--- src/hdl/lbie_pkg.sv ---
// ----------------------------------------------------------------------------
// lbie_pkg
// Shared types, constants and bit-scan / rotate helpers for the logical
// bitmask immediate encoder.
// ----------------------------------------------------------------------------
package lbie_pkg;

  localparam int WordBits = 64;
  localparam int HalfBits = 32;
  localparam int FieldW   = 6;
  localparam int CntW     = 7;

  typedef logic [WordBits-1:0] word_t;
  typedef logic [HalfBits-1:0] half_t;
  typedef logic [FieldW-1:0]   field_t;
  typedef logic [CntW-1:0]     cnt_t;

  localparam field_t FieldMask = 6'b111111;

  // trailing-zero count, full width when the word is zero
  function automatic cnt_t count_tz(input word_t w);
    cnt_t n;
    n = cnt_t'(WordBits);
    for (int i = WordBits - 1; i >= 0; i--) begin
      if (w[i]) n = cnt_t'(i);
    end
    return n;
  endfunction

  // leading-zero count, full width when the word is zero
  function automatic cnt_t count_lz(input word_t w);
    cnt_t n;
    n = cnt_t'(WordBits);
    for (int i = 0; i < WordBits; i++) begin
      if (w[i]) n = cnt_t'(WordBits - 1 - i);
    end
    return n;
  endfunction

  // rotate right, amount taken mod word width
  function automatic word_t rot_right(input word_t w, input field_t amt);
    logic [2*WordBits-1:0] dbl;
    dbl = {w, w} >> amt;
    return dbl[WordBits-1:0];
  endfunction

endpackage

--- src/hdl/logical_bitmask_immediate_encoder_core.sv ---
// ----------------------------------------------------------------------------
// logical_bitmask_immediate_encoder_core
// Five-stage pipelined encoder of logical bitmask immediates (N, immr, imms).
// ----------------------------------------------------------------------------
// Takes one word per cycle while in_stall is low and returns one result word
// per input word. Stage 1 replicates a narrow value and clears the trailing
// ones, stage 2 counts the rotation, stage 3 rotates the value into normal
// form, stage 4 counts the element size and ones, stage 5 checks the repeat
// and forms the fields. Each stage holds its own valid bit and moves whenever
// the stage after it has room, so bubbles close up under an output stall.
// Values that are all zeros, all ones or not a repeated rotated run give
// valid_res low and zero fields.
module logical_bitmask_immediate_encoder_core
  import lbie_pkg::*;
(
  input  logic        clk,
  input  logic        rst_n,
  input  logic        in_valid,
  output logic        in_stall,
  input  logic [63:0] in_value,
  input  logic        in_narrow,
  output logic        out_valid,
  input  logic        out_stall,
  output logic        out_valid_res,
  output logic        out_n_bit,
  output logic [5:0]  out_rotate_field,
  output logic [5:0]  out_size_ones_field
);

  localparam int NumStages = 5;

  logic [NumStages-1:0] v_r;
  logic [NumStages-1:0] adv;

  word_t  w1_r, c1_r;
  logic   spec1_r;
  word_t  w2_r;
  cnt_t   rot2_r;
  logic   spec2_r;
  word_t  w3_r, norm3_r;
  cnt_t   rot3_r;
  logic   spec3_r;
  word_t  w4_r;
  cnt_t   rot4_r, size4_r, ones4_r;
  logic   spec4_r;
  logic   res_r, n_r;
  field_t immr_r, imms_r;

  word_t  w_in;
  logic   ok5;
  cnt_t   size_m1, ones_m1;
  field_t immr_nxt, imms_nxt;

  always_comb begin
    adv[NumStages-1] = !v_r[NumStages-1] || !out_stall;
    for (int i = NumStages - 2; i >= 0; i--) begin
      adv[i] = !v_r[i] || adv[i+1];
    end
  end

  assign in_stall = !adv[0];

  always_ff @(posedge clk) begin
    if (!rst_n) begin
      v_r <= '0;
    end else begin
      if (adv[0]) v_r[0] <= in_valid;
      for (int i = 1; i < NumStages; i++) begin
        if (adv[i]) v_r[i] <= v_r[i-1];
      end
    end
  end

  always_comb begin
    w_in = in_narrow ? {in_value[HalfBits-1:0], in_value[HalfBits-1:0]} : in_value;
  end

  always_comb begin
    ok5      = !spec4_r && (rot_right(w4_r, size4_r[FieldW-1:0]) == w4_r);
    size_m1  = size4_r - cnt_t'(1);
    ones_m1  = ones4_r - cnt_t'(1);
    immr_nxt = (field_t'(0) - rot4_r[FieldW-1:0]) & size_m1[FieldW-1:0] & FieldMask;
    imms_nxt = ((field_t'(0) - {size4_r[FieldW-2:0], 1'b0}) | ones_m1[FieldW-1:0])
               & FieldMask;
  end

  always_ff @(posedge clk) begin
    if (adv[0]) begin
      w1_r    <= w_in;
      c1_r    <= w_in & (w_in + word_t'(1));
      spec1_r <= (w_in == '0) || (w_in == '1);
    end
    if (adv[1]) begin
      w2_r    <= w1_r;
      rot2_r  <= count_tz(c1_r);
      spec2_r <= spec1_r;
    end
    if (adv[2]) begin
      w3_r    <= w2_r;
      norm3_r <= rot_right(w2_r, rot2_r[FieldW-1:0]);
      rot3_r  <= rot2_r;
      spec3_r <= spec2_r;
    end
    if (adv[3]) begin
      w4_r    <= w3_r;
      rot4_r  <= rot3_r;
      size4_r <= count_lz(norm3_r) + count_tz(~norm3_r);
      ones4_r <= count_tz(~norm3_r);
      spec4_r <= spec3_r;
    end
    if (adv[4]) begin
      res_r  <= ok5;
      n_r    <= ok5 & size4_r[CntW-1];
      immr_r <= ok5 ? immr_nxt : '0;
      imms_r <= ok5 ? imms_nxt : '0;
    end
  end

  assign out_valid           = v_r[NumStages-1];
  assign out_valid_res       = res_r;
  assign out_n_bit           = n_r;
  assign out_rotate_field    = immr_r;
  assign out_size_ones_field = imms_r;

  a_invalid_zero: assert property (@(posedge clk) disable iff (!rst_n)
    (out_valid && !out_valid_res) |->
      (!out_n_bit && out_rotate_field == '0 && out_size_ones_field == '0))
    else $error("invalid result carries nonzero fields");

  a_imms_not_all_ones: assert property (@(posedge clk) disable iff (!rst_n)
    (out_valid && out_valid_res) |-> (out_size_ones_field != FieldMask))
    else $error("imms encodes a full element of ones");

  a_accept_enters: assert property (@(posedge clk) disable iff (!rst_n)
    (in_valid && !in_stall) |=> v_r[0])
    else $error("accepted word missing from first stage");

endmodule

--- config.mk ---
export PLATFORM = sky130hd
export DESIGN_NAME = logical_bitmask_immediate_encoder_core
export DESIGN_NICKNAME = d
export VERILOG_FILES = /design/src/hdl/lbie_pkg.sv /design/src/hdl/logical_bitmask_immediate_encoder_core.sv
export SDC_FILE = /design/constraint.sdc
export NUM_CORES = 1
export LEC_CHECK = 0
export BUFFER_PORTS_ARGS = -buffer_cell sky130_fd_sc_hd__buf_4
export CELL_PAD_IN_SITES_DETAIL_PLACEMENT = 0
export CELL_PAD_IN_SITES_GLOBAL_PLACEMENT = 1
export CORE_UTILIZATION = 53
export DETAILED_ROUTE_END_ITERATION = 10
export HOLD_SLACK_MARGIN = 0.12
export PLACE_DENSITY = 0.79
export SYNTH_ARGS = -nofsm -noshare
export SYNTH_HDL_FRONTEND = slang
export SYNTH_SLANG_ARGS = --single-unit
--- constraint.sdc ---
create_clock -name clk -period 6.7 [get_ports clk]
set_clock_uncertainty 0.1 [all_clocks]
set_input_delay 0.335 -clock clk [delete_from_list [all_inputs] [get_ports clk]]
set_output_delay 0.335 -clock clk [all_outputs]
set_load 0.005 [all_outputs]
==> results by group <==
Hold path
  – Hold_sp: in_value[45]
  – Hold endpoint: w1_r[45]
  – Hold crit path type: input port to flip-flop
  – Hold path depth: 4

STA
  – Final setup vio count: 0
  – RSZ-0062 raised after global routing: false
  – Fin crit share: 0.864
  – Hold Slack: 0.161 ns
  – Final min period: 5.79 ns
  – Final TNS setup: 0 ns
  – Slew @ Worst Pin: around 1.3 ns
  – Slew Viols, Final: 0
  – Fmax: 173 MHz
  – Fin. Hold Viols: 0
  – Slew margin rel.: 0.112

Critical path
  – Worst path required time: ~7.0 ns
  – Largest fanout on the critical path: 19
  – Internal reg-to-reg setup slack: 0.91 ns
  – CP Capture Type: flip-flop
  – CP Class: flip-flop to flip-flop
  – Data arrival time of the critical path: 6.11 ns
  – CP startpoint kind: flip-flop
  – Worst r2r dst: out_rotate_field[5]
  – Worst reg2reg path depth: 11
  – Reg2Reg Launch Point: size4_r[0]

Clocking
  – TritonCTS Buffers: 46
  – CTS Sinks: 437
  – CTS resizes: 0
  – CTS max path bufs: 3
  – H-tree depth: 2
  – Reg clk slew, reported paths: 0.06 ns
  – CTS tree: done
  – Clk_lat worst skew: 0.59 ns
  – CTS Root Cell: clkbuf_16

Layout
  – Layout area overhead: 12.2%
  – Layout cells sized above 1: 0.199
  – Nets: between 2,000 and 2,500
  – Fillers: 4,064

Route
  – Via density: 6.89
  – Antenna Nets Post-Route: 0
  – First-iteration detailed-routing DRC count: 2,376
  – Final WL: 95,300 µm
  – DRT Pass-1 Iters: 6
  – Vias: 21,500
  – Residual DRC: 0
  – Avg WL per Cell: slightly above 30 µm

Logic synthesis
  – Syn Nets: approximately 2,400
  – Synth async-reset ratio: 0
  – Top-count cell post-synth: edfxtp_1
  – Post-synth EDFFs: 432
  – Synth Area per Inst: between 10 and 15 µm²
  – Syn Inst Count: 2,283
  – Yosys cell types: just over 80
  – Synth Register Bits: 437
  – Top cell type's share of synthesized area: 0.462
  – Cell taking the most area after synthesis: edfxtp_1
  – Post-synth top cells: edfxtp_1 (432), mux4_2 (209), mux2i_1 (181)
  – Dominant synthesized flop cell: edfxtp_1
  – Mapped Area: about 28,000 µm²
  – Yosys warning count: 0
  – Synth area leaders: edfxtp_1 (46%), mux4_2 (17%), mux2i_1 (6.5%)
  – Seq/Total Area, Yosys: 0.465

Floorplanning
  – Initial core utilization: 0.536
  – Die width: between 200 and 250 µm
  – I/O pin cnt: 85
  – Row Count: 84
  – Core area: 52,400 µm²
  – Die H: roughly 230 µm
  – Die area: approximately 54,000 µm²

Place
  – I/O Buffers: 84
  – Half-perimeter wire length after placement: 70,800 µm
  – Final GP Congestion: 1.05

Power
  – Peak VDD IR: around 280 µV
  – Pleak: around 12 nW
  – Cell Pwr Density: 343 nW/µm²

Global route
  – Global route overflow: 0
  – Initial antenna violation count: 3
  – Vias in the first global route: approximately 20,000
  – Total track usage: 0.354
  – First-pass GRT wire length: 137,000 µm
  – Largest net degree at the start of global routing: 74

Flow run
  – Max-capacitance violation count: 0

Run status
  – Outcome: completed
placed cells by master, fill, tap and decap left out, types with 13 or more instances in the layout:
cell	instances
mux4_2	209
a31oi_1	26
buf_4	122
nor2_1	131
inv_1	164
xnor2_1	45
nand2_1	177
xor2_1	31
dlygate4sd3_1	63
and3_1	14
o211ai_1	14
a22oi_1	21
nand3_1	27
nor2b_1	20
clkbuf_16	46
o22ai_1	34
nor4_1	43
edfxtp_1	432
o221ai_1	13
o21ai_0	118
nand4_1	41
mux2i_1	181
mux2_2	42
a21oi_1	77
a211oi_1	19
nor3_1	38
layout make-up:
| class | count | area [µm²] | area share |
|---|---|---|---|
| multi-input cells | 1543 | 13800 | 0.437 |
| flip-flops and latches | 437 | 13100 | 0.415 |
| repair buffers | 190 | 1650 | 0.0523 |
| clock buffers | 51 | 1170 | 0.0371 |
| well taps | 688 | 861 | 0.0273 |
| inverters | 169 | 638 | 0.0203 |
| clock inverters | 32 | 349 | 0.0111 |
| diodes | 3 | 7.51 | 0.000238 |
report_power, final:
part | total [mW] | switching [mW] | leakage [nW] | internal (mW)
registers | 3.74 | 0.457 | 4.69 | 3.29
clock network | 2.57 | 1.10 | 0.745 | 1.47
logic | 4.50 | 2.59 | 6.27 | 1.91
total | 10.8 | 4.14 | 11.7 | 6.67
metrics by stage:
step / worst slack, ns / total power [mW] / cells / area (µm²) / utilization
finish: 0.909 / 10.8 / 3113 / 31500 / 0.601
global route: 0.604 / 11.2 / 3110 / 31500 / 0.601
CTS: 0.984 / 10.7 / 3110 / 31500 / 0.601
detailed placement: 1.02 / 8.10 / 2964 / 29400 / 0.560
global placement: 1.06 / 8.10 / 2964 / 29400 / 0.560
floorplan: 1.57 / 6.68 / 2283 / 28100 / -
critical path, cell delays in order, from the launching register on:
cell and delay, ns:
edfxtp_1 1.23, buf_4 0.30, mux4_2 0.54, mux4_2 0.53
a211oi_4 0.32, xnor2_1 0.09, nand2_1 0.10, o211ai_1 0.29
a2111oi_0 0.69, nand4_1 0.15, or4_1 0.90, nor4_2 0.34
worst max path at each step:
stage / startpoint / end / slack (ns) / cells past startpoint
2_1_floorplan: v_r[4] / c1_r[10] / 1.57 / 3
3_3_place_gp: size4_r[0] / out_rotate_field[5] / 1.06 / 11
3_5_place_dp: size4_r[0] / out_rotate_field[5] / 1.02 / 10
4_1_cts: size4_r[0] / out_rotate_field[5] / 0.98 / 10
5_1_grt: size4_r[0] / out_rotate_field[0] / 0.60 / 10
6_report: size4_r[0] / out_rotate_field[5] / 0.91 / 11
routing by layer:
layer	track usage	wire [µm]	part of all wire
met1	0.459	36700	0.39
met2	0.551	43700	0.46
met3	0.0857	9280	0.097
met4	0.188	5590	0.059
met5	0	0	0
timing repair:
item | in CTS | in global routing
hold buffers | 63 | 0
endpoints found under the hold margin | 109 | 0
setup endpoints to repair | 0 | 0
setup buffers | 0 | 0
state kept, by name, summed over array words and instances, names as in the netlist, 5 cells and up:
register / flops
c1_r: 63
norm3_r: 64
v_r: 5
ones4_r: 6
size4_r: 7
out_size_ones_field: 6
rot3_r: 6
w3_r: 64
w4_r: 64
out_rotate_field: 6
rot4_r: 6
w2_r: 64
rot2_r: 6
w1_r: 64
kinds of logic after synthesis:
family                     synth area share
buffers and inverters                0.0452
and+or+nand+nor                      0.0982
AOI/OAI and AO/OA                     0.108
DFF                                   0.465
muxes                                 0.255
adders and majority gates           0.00472
xor gates and xnor gates             0.0237
Note: power is estimated with default switching activity, not from simulation.
